===== config.mk =====
export PLATFORM = sky130hd
export DESIGN_NAME = quadrature_encoder_position_counter_flat
export DESIGN_NICKNAME = d
export VERILOG_FILES = /design/src/hdl/qepc_pkg.sv /design/src/hdl/qepc_if.sv /design/src/hdl/quadrature_encoder_position_counter.sv /design/src/flat_wrapper.sv
export VERILOG_INCLUDE_DIRS = /design/src /design/src/hdl
export SDC_FILE = /design/constraint.sdc
export NUM_CORES = 1
export LEC_CHECK = 0
export BUFFER_PORTS_ARGS = -buffer_cell sky130_fd_sc_hd__buf_2
export CORE_MARGIN = 10
export CORE_UTILIZATION = 40
export CTS_BUF_LIST = sky130_fd_sc_hd__clkbuf_4 sky130_fd_sc_hd__clkbuf_8 sky130_fd_sc_hd__clkbuf_16
export DETAILED_ROUTE_END_ITERATION = 6
export SETUP_SLACK_MARGIN = 0.2
export SYNTH_ARGS = -nofsm -noshare
export SYNTH_HDL_FRONTEND = slang
export SYNTH_SLANG_ARGS = --single-unit

===== constraint.sdc =====
create_clock -name clk -period 10.5 [get_ports clk]
set_input_delay 0.525 -clock clk [delete_from_list [all_inputs] [get_ports clk]]
set_output_delay 0.525 -clock clk [all_outputs]
set_load 0.005 [all_outputs]

===== src/hdl/quadrature_encoder_position_counter_assert.svh =====
// Assertion macros for the quadrature encoder position counter.
// Included by the top level; needs no package.
`ifndef QUADRATURE_ENCODER_POSITION_COUNTER_ASSERT_SVH
`define QUADRATURE_ENCODER_POSITION_COUNTER_ASSERT_SVH

// Same-cycle implication, checked out of reset.
`define QEPC_ASSERT_NOW(label, clock, reset_n, ante, cons, msg) \
    label: assert property (@(posedge clock) disable iff (!reset_n) (ante) |-> (cons)) \
        else $error(msg);

// Next-cycle implication, checked out of reset.
`define QEPC_ASSERT_NEXT(label, clock, reset_n, ante, cons, msg) \
    label: assert property (@(posedge clock) disable iff (!reset_n) (ante) |=> (cons)) \
        else $error(msg);

`endif


===== src/hdl/qepc_pkg.sv =====
// Shared constants for the quadrature encoder position counter.
// Used by the channel interfaces and the top level; depends on nothing.
package qepc_pkg;

    localparam int POSITION_WIDTH_DEFAULT = 32;

    localparam int CMD_WIDTH   = 2;
    localparam int TIME_WIDTH  = 32;
    localparam int LIMIT_WIDTH = 32;
    localparam int POS_OUT_WIDTH = 32;
    localparam int MOVE_WIDTH  = 2;
    localparam int STEP_WIDTH  = 16;
    localparam int DEB_WIDTH   = 16;
    localparam int CFG_INDEX_WIDTH = 3;
    localparam int CFG_DATA_WIDTH  = 32;

    typedef logic [CMD_WIDTH-1:0]       cmd_t;
    typedef logic [MOVE_WIDTH-1:0]      move_t;
    typedef logic [CFG_INDEX_WIDTH-1:0] cfg_index_t;

    localparam cmd_t CMD_SAMPLE = 2'd0;
    localparam cmd_t CMD_ARM    = 2'd1;
    localparam cmd_t CMD_SET    = 2'd2;

    localparam move_t MOVE_NONE = 2'd0;
    localparam move_t MOVE_UP   = 2'd1;
    localparam move_t MOVE_DOWN = 2'd2;

    localparam cfg_index_t REG_LOWER_LIMIT  = 3'd0;
    localparam cfg_index_t REG_UPPER_LIMIT  = 3'd1;
    localparam cfg_index_t REG_STEP_MULT    = 3'd2;
    localparam cfg_index_t REG_MULT_ENABLE  = 3'd3;
    localparam cfg_index_t REG_DEBOUNCE_MS  = 3'd4;

    localparam logic [LIMIT_WIDTH-1:0] LOWER_LIMIT_RESET = 32'h8000_0000;
    localparam logic [LIMIT_WIDTH-1:0] UPPER_LIMIT_RESET = 32'h7FFF_FFFF;
    localparam logic [STEP_WIDTH-1:0]  STEP_MULT_RESET   = 16'd1;
    localparam logic [DEB_WIDTH-1:0]   DEBOUNCE_RESET    = 16'd2;

endpackage


===== src/hdl/qepc_if.sv =====
// Valid/ready channel interfaces for the encoder counter: command in, result out.
// Depends on qepc_pkg for field widths.
interface qepc_in_if;
    logic                                       valid;
    logic                                       ready;
    logic [qepc_pkg::CMD_WIDTH-1:0]             command;
    logic                                       clk_level;
    logic                                       data_level;
    logic [qepc_pkg::TIME_WIDTH-1:0]            time_ms;
    logic signed [qepc_pkg::LIMIT_WIDTH-1:0]    new_position;

    modport source (output valid, command, clk_level, data_level, time_ms, new_position,
                    input ready);
    modport sink   (input valid, command, clk_level, data_level, time_ms, new_position,
                    output ready);
endinterface

interface qepc_out_if;
    logic                                       valid;
    logic                                       ready;
    logic signed [qepc_pkg::POS_OUT_WIDTH-1:0]  position;
    logic [qepc_pkg::MOVE_WIDTH-1:0]            movement;

    modport source (output valid, position, movement, input ready);
    modport sink   (input valid, position, movement, output ready);
endinterface


===== src/hdl/quadrature_encoder_position_counter.sv =====
// Quadrature encoder position counter, top level.
// Depends on qepc_pkg, qepc_if.sv and quadrature_encoder_position_counter_assert.svh.
//
// Usage:
//   sample : command beats in (encoder sample, arm mismatch, set position).
//   result : one beat out per command beat: position after the command and
//            a movement code (none, up, down).
//   cfg_*  : register writes (limits, step multiplier, multiplier enable,
//            debounce). Write only while no command beat is in flight.
// The whole update (debounce compare, step add and saturation) sits
// between the command beat and the result register, the only stage, so
// a beat's result is valid in the cycle after it is accepted.
// Throughput: one beat per cycle while each result is drained as it comes.
// Stall: sample.ready stays high while the result register is empty or is
// being drained this cycle, so a new beat enters in the same cycle the old
// result leaves. A held result blocks new beats and stays stable.
// Reset: position 0, last clock level 1, timestamp 0, mismatch disarmed,
// limits at the full 32-bit range, step 1, multiplier off, debounce 2 ms,
// result register empty.
// The stored position is POSITION_WIDTH bits two's complement; the result
// carries its low 32 bits after sign extension.
`include "quadrature_encoder_position_counter_assert.svh"

module quadrature_encoder_position_counter #(
    parameter int POSITION_WIDTH = qepc_pkg::POSITION_WIDTH_DEFAULT
) (
    input  logic                                   clk,
    input  logic                                   rst_n,
    qepc_in_if.sink                                sample,
    qepc_out_if.source                             result,
    input  logic                                   cfg_write,
    input  logic [qepc_pkg::CFG_INDEX_WIDTH-1:0]   cfg_index,
    input  logic [qepc_pkg::CFG_DATA_WIDTH-1:0]    cfg_data
);
    import qepc_pkg::*;

    // Compare width: room for the stored position or a limit, plus a step.
    localparam int CW = ((POSITION_WIDTH > LIMIT_WIDTH) ? POSITION_WIDTH : LIMIT_WIDTH) + 2;

    // Configuration
    logic signed [LIMIT_WIDTH-1:0] lower_limit_reg;
    logic signed [LIMIT_WIDTH-1:0] upper_limit_reg;
    logic [STEP_WIDTH-1:0]         step_mult_reg;
    logic                          mult_enable_reg;
    logic [DEB_WIDTH-1:0]          debounce_reg;

    // Counter state
    logic signed [POSITION_WIDTH-1:0] pos_reg, pos_next;
    logic                             last_clk_reg, last_clk_next;
    logic [TIME_WIDTH-1:0]            last_time_reg, last_time_next;
    logic                             armed_reg, armed_next;
    logic                             arm_level_reg, arm_level_next;

    // Result register
    logic                             out_valid_reg, out_valid_next;
    logic signed [POS_OUT_WIDTH-1:0]  out_pos_reg, out_pos_next;
    move_t                            out_move_reg, out_move_next;

    logic in_fire;

    logic signed [CW-1:0] p_w, lo_w, hi_w, m_w, sum_w, diff_w, stepped_w;
    logic signed [CW-1:0] cfg_lo_w, cfg_hi_w, set_w;
    logic signed [CW-1:0] set_clamp_w, cfg_clamp_w;
    logic [TIME_WIDTH-1:0] elapsed;
    logic sample_ok, flip, changed, do_step, step_up;
    logic signed [POSITION_WIDTH-1:0] item_pos;
    logic signed [CW-1:0] item_pos_w;

    // Lower bound first, then upper bound, as in the limit rules.
    function automatic logic signed [CW-1:0] clamp_w(
        input logic signed [CW-1:0] v,
        input logic signed [CW-1:0] lo,
        input logic signed [CW-1:0] hi
    );
        logic signed [CW-1:0] r;
        if (v < lo)
        begin
            r = lo;
        end
        else if (v > hi)
        begin
            r = hi;
        end
        else
        begin
            r = v;
        end
        return r;
    endfunction

    assign in_fire  = sample.valid && sample.ready;

    // Take a new beat whenever the result register is free or draining now.
    assign sample.ready    = !out_valid_reg || result.ready;
    assign result.valid    = out_valid_reg;
    assign result.position = out_pos_reg;
    assign result.movement = out_move_reg;

    // Sign-extend everything into one compare width.
    assign p_w  = {{(CW-POSITION_WIDTH){pos_reg[POSITION_WIDTH-1]}}, pos_reg};
    assign lo_w = {{(CW-LIMIT_WIDTH){lower_limit_reg[LIMIT_WIDTH-1]}}, lower_limit_reg};
    assign hi_w = {{(CW-LIMIT_WIDTH){upper_limit_reg[LIMIT_WIDTH-1]}}, upper_limit_reg};
    assign m_w  = {{(CW-STEP_WIDTH){1'b0}}, step_mult_reg};
    assign sum_w  = p_w + m_w;
    assign diff_w = p_w - m_w;

    // New limits for a limit write; the other limit keeps its value.
    assign cfg_lo_w = (cfg_index == REG_LOWER_LIMIT)
                    ? {{(CW-LIMIT_WIDTH){cfg_data[LIMIT_WIDTH-1]}}, cfg_data[LIMIT_WIDTH-1:0]}
                    : lo_w;
    assign cfg_hi_w = (cfg_index == REG_UPPER_LIMIT)
                    ? {{(CW-LIMIT_WIDTH){cfg_data[LIMIT_WIDTH-1]}}, cfg_data[LIMIT_WIDTH-1:0]}
                    : hi_w;

    assign set_w = {{(CW-LIMIT_WIDTH){sample.new_position[LIMIT_WIDTH-1]}},
                    sample.new_position};

    // Clamped targets for a set command and for a limit write.
    assign set_clamp_w = clamp_w(set_w, lo_w, hi_w);
    assign cfg_clamp_w = clamp_w(p_w, cfg_lo_w, cfg_hi_w);

    // Debounce: elapsed time wraps modulo 2^32.
    assign elapsed   = sample.time_ms - last_time_reg;
    assign sample_ok = (elapsed > {{(TIME_WIDTH-DEB_WIDTH){1'b0}}, debounce_reg});

    // An armed mismatch inverts the edge rule when the clock left the armed level.
    assign flip    = armed_reg && (sample.clk_level != arm_level_reg);
    assign changed = (sample.clk_level != last_clk_reg);
    assign do_step = flip ? !changed : changed;
    assign step_up = (sample.data_level != sample.clk_level);

    // Saturating step. Multiplier mode snaps to the limit when the step
    // would reach or pass it; single steps hold at the limit.
    always_comb
    begin
        stepped_w = p_w;
        if (step_up)
        begin
            if (mult_enable_reg)
            begin
                stepped_w = (sum_w < hi_w) ? sum_w : hi_w;
            end
            else if (p_w < hi_w)
            begin
                stepped_w = p_w + CW'(1);
            end
        end
        else
        begin
            if (mult_enable_reg)
            begin
                stepped_w = (diff_w > lo_w) ? diff_w : lo_w;
            end
            else if (p_w > lo_w)
            begin
                stepped_w = p_w - CW'(1);
            end
        end
    end

    // Item effect on the counter state.
    always_comb
    begin
        item_pos       = pos_reg;
        last_clk_next  = last_clk_reg;
        last_time_next = last_time_reg;
        armed_next     = armed_reg;
        arm_level_next = arm_level_reg;
        out_move_next  = MOVE_NONE;
        case (sample.command)
            CMD_SAMPLE:
            begin
                if (sample_ok)
                begin
                    last_time_next = sample.time_ms;
                    last_clk_next  = sample.clk_level;
                    armed_next     = 1'b0;
                    if (do_step)
                    begin
                        item_pos = stepped_w[POSITION_WIDTH-1:0];
                    end
                    if (item_pos > pos_reg)
                    begin
                        out_move_next = MOVE_UP;
                    end
                    else if (item_pos < pos_reg)
                    begin
                        out_move_next = MOVE_DOWN;
                    end
                end
            end
            CMD_ARM:
            begin
                arm_level_next = sample.clk_level;
                armed_next     = 1'b1;
            end
            CMD_SET:
            begin
                item_pos = set_clamp_w[POSITION_WIDTH-1:0];
            end
            default:
            begin
                item_pos = pos_reg;
            end
        endcase
    end

    assign item_pos_w   = {{(CW-POSITION_WIDTH){item_pos[POSITION_WIDTH-1]}}, item_pos};
    assign out_pos_next = item_pos_w[POS_OUT_WIDTH-1:0];

    // Position: a limit write clamps it, an accepted beat updates it.
    always_comb
    begin
        pos_next = pos_reg;
        if (cfg_write && (cfg_index == REG_LOWER_LIMIT || cfg_index == REG_UPPER_LIMIT))
        begin
            pos_next = cfg_clamp_w[POSITION_WIDTH-1:0];
        end
        else if (in_fire)
        begin
            pos_next = item_pos;
        end
    end

    assign out_valid_next = in_fire || (out_valid_reg && !result.ready);

    always_ff @(posedge clk or negedge rst_n)
    begin
        if (!rst_n)
        begin
            lower_limit_reg <= LOWER_LIMIT_RESET;
            upper_limit_reg <= UPPER_LIMIT_RESET;
            step_mult_reg   <= STEP_MULT_RESET;
            mult_enable_reg <= 1'b0;
            debounce_reg    <= DEBOUNCE_RESET;
            pos_reg         <= '0;
            last_clk_reg    <= 1'b1;
            last_time_reg   <= '0;
            armed_reg       <= 1'b0;
            arm_level_reg   <= 1'b0;
            out_valid_reg   <= 1'b0;
        end
        else
        begin
            pos_reg       <= pos_next;
            out_valid_reg <= out_valid_next;
            if (in_fire)
            begin
                last_clk_reg  <= last_clk_next;
                last_time_reg <= last_time_next;
                armed_reg     <= armed_next;
                arm_level_reg <= arm_level_next;
            end
            if (cfg_write)
            begin
                case (cfg_index)
                    REG_LOWER_LIMIT: lower_limit_reg <= cfg_data[LIMIT_WIDTH-1:0];
                    REG_UPPER_LIMIT: upper_limit_reg <= cfg_data[LIMIT_WIDTH-1:0];
                    REG_STEP_MULT:   step_mult_reg   <= cfg_data[STEP_WIDTH-1:0];
                    REG_MULT_ENABLE: mult_enable_reg <= cfg_data[0];
                    REG_DEBOUNCE_MS: debounce_reg    <= cfg_data[DEB_WIDTH-1:0];
                    default:
                    begin
                        // drop writes beyond the register list
                    end
                endcase
            end
        end
    end

    // Result payload: load on every accepted beat, hold otherwise.
    always_ff @(posedge clk)
    begin
        if (in_fire)
        begin
            out_pos_reg  <= out_pos_next;
            out_move_reg <= out_move_next;
        end
    end

    `QEPC_ASSERT_NOW(a_ready_when_empty, clk, rst_n, !out_valid_reg, sample.ready,
        "ready low with empty result register")
    `QEPC_ASSERT_NEXT(a_beat_gives_result, clk, rst_n, in_fire, result.valid,
        "accepted beat produced no result")
    `QEPC_ASSERT_NEXT(a_arm_sets_flag, clk, rst_n, in_fire && sample.command == CMD_ARM,
        armed_reg, "arm command left mismatch disarmed")
    `QEPC_ASSERT_NEXT(a_no_move_off_sample, clk, rst_n,
        in_fire && sample.command != CMD_SAMPLE, result.movement == MOVE_NONE,
        "non-sample command reported movement")

endmodule


===== src/flat_wrapper.sv =====
// flat-port wrapper written by rule: the top's interface ports become plain ports
module quadrature_encoder_position_counter_flat import qepc_pkg::*;
#(
    parameter int POSITION_WIDTH = qepc_pkg::POSITION_WIDTH_DEFAULT
)
  (clk, rst_n, cfg_write, cfg_index, cfg_data, sample_valid, sample_command, sample_clk_level, sample_data_level, sample_time_ms, sample_new_position, sample_ready, result_valid, result_position, result_movement, result_ready);
  qepc_in_if sample_i ();
  qepc_out_if result_i ();
  input  logic clk;
  input  logic rst_n;
  input  logic cfg_write;
  input  logic [qepc_pkg::CFG_INDEX_WIDTH-1:0] cfg_index;
  input  logic [qepc_pkg::CFG_DATA_WIDTH-1:0] cfg_data;
  input wire logic [$bits(sample_i.valid)-1:0] sample_valid;
  input wire logic [$bits(sample_i.command)-1:0] sample_command;
  input wire logic [$bits(sample_i.clk_level)-1:0] sample_clk_level;
  input wire logic [$bits(sample_i.data_level)-1:0] sample_data_level;
  input wire logic [$bits(sample_i.time_ms)-1:0] sample_time_ms;
  input wire logic [$bits(sample_i.new_position)-1:0] sample_new_position;
  output wire logic [$bits(sample_i.ready)-1:0] sample_ready;
  output wire logic [$bits(result_i.valid)-1:0] result_valid;
  output wire logic [$bits(result_i.position)-1:0] result_position;
  output wire logic [$bits(result_i.movement)-1:0] result_movement;
  input wire logic [$bits(result_i.ready)-1:0] result_ready;
  assign sample_i.valid = sample_valid;
  assign sample_i.command = sample_command;
  assign sample_i.clk_level = sample_clk_level;
  assign sample_i.data_level = sample_data_level;
  assign sample_i.time_ms = sample_time_ms;
  assign sample_i.new_position = sample_new_position;
  assign sample_ready = sample_i.ready;
  assign result_valid = result_i.valid;
  assign result_position = result_i.position;
  assign result_movement = result_i.movement;
  assign result_i.ready = result_ready;
  quadrature_encoder_position_counter #(.POSITION_WIDTH(POSITION_WIDTH)) u_core (.clk(clk), .rst_n(rst_n), .sample(sample_i), .result(result_i), .cfg_write(cfg_write), .cfg_index(cfg_index), .cfg_data(cfg_data));
endmodule

After elaboration in Yosys (flattened, before gate mapping):

Cells that the tools add are included.

* flip-flop bits (word level): 199
* bits in latches: 0
* RAM bits: 0
* memory bits (read-only): 0
* output and inout bits: 36
* word-level logic and storage cells: 93
* memories: 0

* add/sub/neg operators: 5
* $mul: 0
* div/mod/pow operators: 0
* magnitude comparators: 11
* equality and inequality tests: 11
* shift operators: 0
* mux-type cells: 25
* bitwise gates (word level): 2
* reductions and logical operators: 25

Operators by type and width (number)
* two-way mux 32 bit: 17
* greater-than comparator 32 bit: 3
* < comparator 32 bit: 3
* two-way mux 34 bit: 2
* case mux 32 bit (2 select lines): 1
* greater-than comparator 32 x 34 -> 1 bit: 1
* < comparator 32 x 34 -> 1 bit: 1
* adder 32 x 17 -> 33 bit: 1
* greater-than comparator 33 x 32 -> 1 bit: 1
* < comparator 33 x 32 -> 1 bit: 1
* subtractor 32 x 17 -> 33 bit: 1
* adder 32 x 2 -> 32 bit, second input constant: 1
* greater-than comparator 32 x 16 -> 1 bit: 1
* subtractor 32 x 2 -> 32 bit, second input constant: 1
* subtractor 32 bit: 1
* AND reduction 2 bit: 8
* equality test 3 x 2 -> 1 bit, second input constant: 2
* AND reduction 3 bit: 2
* logical AND 1 bit: 4
* nonzero test 2 bit: 2
* equality test 3 x 1 -> 1 bit, second input constant: 1
* equality test 3 bit, second input constant: 1
* logical NOT 1 bit: 3
* logical NOT 3 bit: 1
* 12 further kinds: 19

Longest topological paths before layout:

Gate-level depths: netlist (run 1).

* depth in word-level cells: 12
* gate-level depth with buffers: 35
* gate-level depth less buffers: 33

Worst setup path before layout (run 1):

OpenSTA, ideal clock, no wires.

* path kind: register to register
* start: register u_core.pos_reg[1]
* end: register u_core.out_move_reg[1], in the netlist u_core.result.movement[1] (data pin)
* setup time: 255 ps
* data arrival time: 7209 ps
* path slack: 3036 ps
* stages on the path, launching flop included: 33
* period minus slack after synthesis: 7464 ps
* cells stage by stage: dfrtp_1 inv_1 fa_1 o21bai_1 a2111oi_4 o31ai_2 or4_1 buf_2 a311o_1 and4_1 or2_2 ha_1 nand4_1 nor2_1 a22oi_1 nand3_1 o31ai_1 clkbuf_1 clkbuf_1 a211oi_1 a2111o_1 ha_1 a21o_1 a21o_1 a21o_1 a21o_1 a21o_1 a21oi_1 nor2b_1 o21ai_0 nand4_1 mux2i_1 and2_1

* cells in the longest elaborated chain, start to end: 10
* elaborated cells between the ends (all ways): 22
* those cells by class: add/sub: 4; order compare: 6; mux: 11; reduce/logical: 1

Ends and longest elaborated chain
* from (decl): line quadrature_encoder_position_counter.sv:48 `logic signed [POSITION_WIDTH-1:0] pos_reg, pos_next;`
* from (signal assigned): line quadrature_encoder_position_counter.sv:245 `pos_reg <= pos_next;`
* subtractor 32 x 17 -> 33 bit / adder 32 x 17 -> 33 bit (equally long branches): line quadrature_encoder_position_counter.sv:105, quadrature_encoder_position_counter.sv:104
* greater-than comparator 33 x 32 -> 1 bit / < comparator 33 x 32 -> 1 bit (equally long branches): line quadrature_encoder_position_counter.sv:152, quadrature_encoder_position_counter.sv:141
* two-way mux 32 bit (on tied branches): line quadrature_encoder_position_counter.sv:152, quadrature_encoder_position_counter.sv:141
* two-way mux 32 bit (on tied branches): line quadrature_encoder_position_counter.sv:150, quadrature_encoder_position_counter.sv:139
* two-way mux 32 bit: line quadrature_encoder_position_counter.sv:137 `if (step_up)`
* two-way mux 32 bit: line quadrature_encoder_position_counter.sv:178 `if (do_step)`
* two-way mux 32 bit: line quadrature_encoder_position_counter.sv:173 `if (sample_ok)`
* two-way mux 32 bit: line quadrature_encoder_position_counter.sv:170 `case (sample.command)`
* greater-than comparator 32 bit / < comparator 32 bit (equally long branches): line quadrature_encoder_position_counter.sv:182, quadrature_encoder_position_counter.sv:186
* OR reduction 3 bit (no line) / two-way mux 2 bit (equally long branches)
* to (signal assigned): line quadrature_encoder_position_counter.sv:277 `out_move_reg <= out_move_next;`
* to (decl): line quadrature_encoder_position_counter.sv:57 `move_t out_move_reg, out_move_next;`

Parallel ways exist; a longest one is shown, timed or not. The select of a mux whose other input is x is not followed.
A chain may end at the register's enable or synchronous reset.

Worst setup path in the final report (run 1):

* start: register u_core.pos_reg[1]
* end: register u_core.out_move_reg[0], in the netlist u_core.result.movement[0] (data pin)

* cells in the longest elaborated chain, start to end: 10
* elaborated cells between the ends (all ways): 20
* those cells by class: add/sub: 4; order compare: 5; mux: 11

Ends and longest elaborated chain
* subtractor 32 x 17 -> 33 bit / adder 32 x 17 -> 33 bit (equally long branches): line quadrature_encoder_position_counter.sv:105, quadrature_encoder_position_counter.sv:104
* greater-than comparator 33 x 32 -> 1 bit / < comparator 33 x 32 -> 1 bit (equally long branches): line quadrature_encoder_position_counter.sv:152, quadrature_encoder_position_counter.sv:141
* two-way mux 32 bit (on tied branches): line quadrature_encoder_position_counter.sv:152, quadrature_encoder_position_counter.sv:141
* two-way mux 32 bit (on tied branches): line quadrature_encoder_position_counter.sv:150, quadrature_encoder_position_counter.sv:139
* two-way mux 32 bit: line quadrature_encoder_position_counter.sv:137
* two-way mux 32 bit: line quadrature_encoder_position_counter.sv:178
* two-way mux 32 bit: line quadrature_encoder_position_counter.sv:173
* two-way mux 32 bit: line quadrature_encoder_position_counter.sv:170
* greater-than comparator 32 bit *: line quadrature_encoder_position_counter.sv:182 `if (item_pos > pos_reg)`
* two-way mux 1 bit *: line quadrature_encoder_position_counter.sv:182

Every way passes the cells marked *; elsewhere a longest branch is shown, timed or not. The select of a mux whose other input is x is not followed.

==> results.tsv, run 1 <==
metric	value	unit
yosys-top-cells-area	ha_1 (18%), dfrtp_1 (13%), o21ai_0 (5.4%)	
clock_path_buffers	2	
powerDensity	299	nW/um^2
hold_path_class	input port to flip-flop	
synth_fp_nets	3661	
worst_skew_pair.late_latency	0.53	ns
dieArea	72400	sq um
p_int	0.00349	W
synthesis.area	24800	sq um
synth_edf_count	34	
sequentialPowerShare	0.157	
combinationalPowerShare	0.752	
antenna_found_initial	2	
globalplace.congestion	1.07	
reg2reg_slack	1.56	ns
start_kind	flip-flop	
synth-main-ff-cell	dfrtp_1	
final_nets	3719	
drt_wl_total	117	mm
async_reset_ff_frac	0.829	
htree_num_levels	4	
hold_ws	0.200	ns
p_clk_frac	0.091	
yosys.area.top_type	ha_1	
rr_worst_depth	31	
period_needed	8.94	ns
vias	26600	
synth_top_area_frac	0.185	
setup_violations	0	
cap_violations	0	
hold_end	u_core.result.valid$_DFF_PN0_	
ir_worst_vdd	0.000144	V
layout-drive-gt1-share	0.117	
overflow	0	
io_pins	144	
rsz0062_at_grt	no	
wl_per_cell	28.5	microns
drtIter0Drc	3347	
viasPerCell	6.51	
drv_slew	0	
crit_path_end_kind	flip-flop	
grt_pass1_wl	170	mm
num_antenna_cells	0	
reg2reg_from	u_core.pos_reg[1]$_DFFE_PN0P_	
finalCritPeriodShare	0.851	
cp_num_buf_inv	2	
tightest_slew	1.38	ns
grt_max_degree	64	
clockRootBuffer	clkbuf_16	
critPathMostFrequentCell	o21a_1	
tns	0	ns
cts_made_buffers	17	
fill_cells	6315	
synthToLayoutAreaGrowth	9.31	%
slew_headroom	0.0686	
cp_max_fo	20	
drtPass1Iterations	7	
seq_area_frac_synth	0.209	
cpMaxStageDelayCell	dfrtp_1	
critPathKind	flip-flop to flip-flop	
grt_pass1_vias	24900	
switchingPower	0.00463	W
clkTransAtPathRegs	0.09	ns
synth-seq-cells	199	
r2r_end	u_core.result.movement[0]$_SDFFCE_PN0P_	
cp_top_family	compound AO/OA/AOI/OAI gates	
cp.required	10.73	ns
synth_cell_types	102	
core	61600	sq um
leakage	11.5	nW
hpwl	90.1	mm
slowest_delay	0.71	ns
switching_share	0.570	
start_util	0.403	
cp.arrival	9.17	ns
yosysMostFrequentCell	ha_1	
hold_violations	0	
clock_skew	0.0228	ns
row_count	91	
track_usage	0.310	
die_x	269	microns
cts_tree	yes	
synth_cells	3183	
avgSynthCellArea	7.80	sq um
yosys_warnings	0	
fp.dieH	269	microns
ant_nets	0	
hold_depth	2	
status	finished, violations left	
max_freq	0.112	GHz
synth_common_cells	ha_1 (367), nand2_1 (335), o21ai_0 (270)	
hp-start	sample_valid	
port_buffers	143	
clock-sinks	199	
violations	design-rule violations	
post-route-drc-count	1	
metrics by stage:
| stage | total power [W] | instances | cell area [sq um] | setup slack [ns] | utilization |
|---|---|---|---|---|---|
| finish | 0.00812 | 4091 | 27100 | 1.56 | 0.441 |
| global route | 0.00864 | 4091 | 27100 | 1.19 | 0.441 |
| CTS | 0.00790 | 4091 | 27100 | 1.86 | 0.441 |
| detailed placement | 0.00712 | 4058 | 26500 | 1.92 | 0.430 |
| global placement | 0.00712 | 4058 | 26500 | 2.03 | 0.430 |
| floorplan | 0.00512 | 3183 | 24800 | 3.04 | - |
cell families after synthesis:
group / share of synthesized area
buffers and inverters: 0.0573
DFF: 0.209
AOI/OAI and AO/OA: 0.286
xor gates and xnor gates: 0.0300
and+or+nand+nor: 0.188
adders and majority gates: 0.187
muxes: 0.0428
power groups by stage:
| stage | sequential, W | clock (W) | combinational, W |
|---|---|---|---|
| floorplan | 0.00117 | 0 | 0.00395 |
| global placement | 0.00127 | 0 | 0.00585 |
| detailed placement | 0.00127 | 0 | 0.00585 |
| CTS | 0.00126 | 0.000752 | 0.00589 |
| global route | 0.00128 | 0.000777 | 0.00658 |
| finish | 0.00128 | 0.000736 | 0.00611 |
cell type report:
| class | instances | area (sq um) | share of cell area |
|---|---|---|---|
| Inverter | 205 | 769 | 0.0283 |
| Clock buffer | 17 | 425 | 0.0157 |
| Multi-Input combinational cell | 2614 | 18300 | 0.675 |
| Tap cell | 837 | 1050 | 0.0386 |
| Timing Repair Buffer | 204 | 1180 | 0.0437 |
| Sequential cell | 199 | 5190 | 0.191 |
| Clock inverter | 15 | 205 | 0.00756 |
layout by cell type, fill, tap and decap left out, types with 34 or more instances in the layout:
master and instances:
nand4_1 87, mux2i_1 69, a21o_1 75, nor2_1 228
dfrtp_1 129, ha_1 367, a21oi_1 250, edfxtp_1 34
dfstp_2 35, o211ai_1 42, buf_4 60, nand3_1 71
xnor2_1 67, nor3_1 63, a31oi_1 59, o21ai_0 270
nand2_1 335, buf_2 142, a211oi_1 62, inv_1 191
how the worst max path moves through the flow:
stage,startpoint,endpoint,slack [ns],cells past startpoint
3_3_place_gp,u_core.pos_reg[0]$_DFFE_PN0P_,u_core.result.movement[0]$_SDFFCE_PN0P_,2.03,28
3_5_place_dp,u_core.pos_reg[0]$_DFFE_PN0P_,u_core.result.movement[0]$_SDFFCE_PN0P_,1.92,28
6_report,u_core.pos_reg[1]$_DFFE_PN0P_,u_core.result.movement[0]$_SDFFCE_PN0P_,1.56,31
5_1_grt,u_core.pos_reg[6]$_DFFE_PN0P_,u_core.result.movement[0]$_SDFFCE_PN0P_,1.19,31
2_1_floorplan,u_core.pos_reg[1]$_DFFE_PN0P_,u_core.result.movement[1]$_SDFFCE_PP0P_,3.04,32
4_1_cts,u_core.pos_reg[1]$_DFFE_PN0P_,u_core.result.movement[0]$_SDFFCE_PN0P_,1.86,31
metal layers:
layer	routed length, microns	GRT usage	up-vias
li1	-	-	12000
met1	46000	0.387	12600
met2	50100	0.474	1568
met3	10200	0.0504	487
met4	10200	0.234	2
met5	7	0	-
what timing repair did:
action | in CTS | in global routing
hold buffers | 1 | 0
gates resized for setup | 0 | 0
endpoints found under the hold margin | 1 | 0
setup buffers | 0 | 0
No activity file was read; power rests on OpenSTA's default activity.
==> run 2, diff against run 1 <==
GPL_TIMING_DRIVEN = 0   (was default)
clock period = 10.6 ns   (was 10.5 ns; I/O delays follow)
==> results.tsv, run 2 (synthesis results as in run 1) <==
metric	value	unit	change
status	finished, violations left		
violations	max-capacitance violations		
ir_worst_vdd	0.000153	V	+5.8%
clock_skew	0.0239	ns	+0.00113 ns
grt_pass1_wl	203	mm	+20%
layout.cells.non_filler	4204		+2.8%
die_x	269	microns	unchanged
fin_util	0.446		+0.00522
final_nets	3828		+2.9%
io_pins	144		unchanged
critPathKind	flip-flop to flip-flop		
htree_num_levels	4		unchanged
rr_worst_depth	29		-6.5%
globalplace.congestion	1.06		-1.3%
drt_wl_total	148	mm	+27%
cp_top_family	compound AO/OA/AOI/OAI gates		
vias	28300		+6.3%
max_freq	0.0949	GHz	-15%
post-route-drc-count	0		-1
hp-start	sample_valid		
wl_per_cell	35.2	microns	+24%
slowest_delay	1.02	ns	+0.31 ns
power	0.00877	W	+8.1%
clkTransAtPathRegs	0.10	ns	about the same
cp_max_fo	13		-35%
drv_slew	0		unchanged
dieArea	72400	sq um	unchanged
cap_violations	1		+1
mostFrequentLayoutCells	ha_1 (367), nand2_1 (335), o21ai_0 (268), a21oi_1 (250), nor2_1 (232)		
track_usage	0.389		+0.0789
port_buffers	141		-1.4%
cts_made_buffers	17		unchanged
cp.required	10.85	ns	+0.12 ns
start_kind	flip-flop		
overflow	0		unchanged
antenna_found_initial	5		+3
drtIter0Drc	3701		+11%
reg2reg_from	u_core.pos_reg[1]$_DFFE_PN0P_		
layout_commonest_cell	ha_1		
powerDensity	319	nW/um^2	+6.8%
viasPerCell	6.74		+3.4%
hold_path_class	input port to flip-flop		
fill_cells	6561		+3.9%
leakage	11.5	nW	about the same
finalCritPeriodShare	0.994		+0.143
placedInstanceArea	26700	sq um	+0.67%
dp.cells	4165		+2.6%
ant_nets	0		unchanged
tightest_slew	1.47	ns	+0.0868 ns
critPathMostFrequentCell	nand4_1		
cts_tree	yes		
clock_path_buffers	2		unchanged
crit_path_end_kind	flip-flop		
cp.arrival	10.79	ns	+1.62 ns
r2r_end	u_core.result.movement[0]$_SDFFCE_PN0P_		
worst_skew_pair.late_latency	0.54	ns	about the same
rsz0062_at_grt	no		
slew_headroom	0.0102		-0.0584
setup_violations	0		unchanged
grt_max_degree	93		+45%
crit_cells	29		-6.5%
drtPass1Iterations	6		-1
cp_num_buf_inv	4		+2
start_util	0.403		unchanged
hold_violations	0		unchanged
period_needed	10.54	ns	+1.60 ns
row_count	91		unchanged
hpwl	119	mm	+33%
synthToLayoutAreaGrowth	10.6	%	
core	61600	sq um	unchanged
layout-drive-gt1-share	0.104		-0.0127
grt_pass1_vias	26500		+6.4%
cpMaxStageDelayCell	o31ai_1		
fp.dieH	269	microns	unchanged
worstSetupStartpoint	u_core.pos_reg[1]$_DFFE_PN0P_		
reg2reg_slack	0.06	ns	-1.50 ns
clockRootBuffer	clkbuf_16		
fin_area	27500	sq um	+1.2%
clock-sinks	199		unchanged
cp-endpoint	u_core.result.movement[0]$_SDFFCE_PN0P_		
## run 2: changes by cell type in the layout (fill, tap and decap cells not counted), sizes merged, moves of 3 or more
cell	previous run	this run
clkbuf	18	156
clkinv	17	14
diode	0	4
buf	202	172
inv	201	205
## run 2: worst min-delay path by stage
stage	end	slack [ns]	cells after the start
floorplan	u_core.arm_level_reg$_DFFE_PN0P_	0.23	0
global placement	u_core.arm_level_reg$_DFFE_PN0P_	0.49	1
detailed placement	u_core.arm_level_reg$_DFFE_PN0P_	0.49	1
CTS	u_core.last_time_reg[12]$_DFFE_PN0P_	0.19	3
global route	u_core.last_time_reg[14]$_DFFE_PN0P_	0.22	3
finish	u_core.result.valid$_DFF_PN0_	0.21	2
## run 2: through the flow
step	TNS (ns)	setup WS [ns]	hold slack, ns
final	0	0.0603	0.215
after detailed placement	-1.81	-0.936	0.494
after floorplan	0	3.14	0.234
after global routing	0	0.201	0.221
after CTS	0	0.210	0.194
after global placement	-2.27	-1.17	0.490
## run 2: timing repair
action / 4_1_cts / 5_1_grt
resized for setup: 16 / 15
cloned: 0 / 1
pin swaps: 0 / 1
hold endpoints to repair: 3 / 0
setup buffers: 0 / 0
endpoints found under the setup margin: 2 / 2
hold buffers: 1 / 0
## run 2: final cells by class
| type | instances | area (sq um) | share of cell area |
|---|---|---|---|
| diodes | 4 | 10.0 | 0.000364 |
| plain buffers | 165 | 671 | 0.0244 |
| clock buffers | 17 | 425 | 0.0155 |
| clock inverters | 15 | 218 | 0.00793 |
| inverters | 205 | 773 | 0.0282 |
| multi-input cells | 2615 | 18300 | 0.667 |
| flip-flops and latches | 199 | 5200 | 0.189 |
| well taps | 837 | 1050 | 0.0381 |
| repair buffers | 147 | 807 | 0.0294 |
## run 2: power breakdown
part	total (W)	internal, W	switching (W)
clock	0.000774	0.000333	0.000441
sequential	0.00136	0.000996	0.000361
combinational	0.00664	0.00211	0.00453
total	0.00877	0.00344	0.00533
## run 2: layer usage
layer  vias to the layer above  part of all wire  GRT usage
met5                         -                 0          0
met1                     13700              0.41      0.510
li1                      12300                 -          -
met4                         0             0.081      0.274
met2                      1838              0.41      0.565
met3                       476             0.096     0.0748
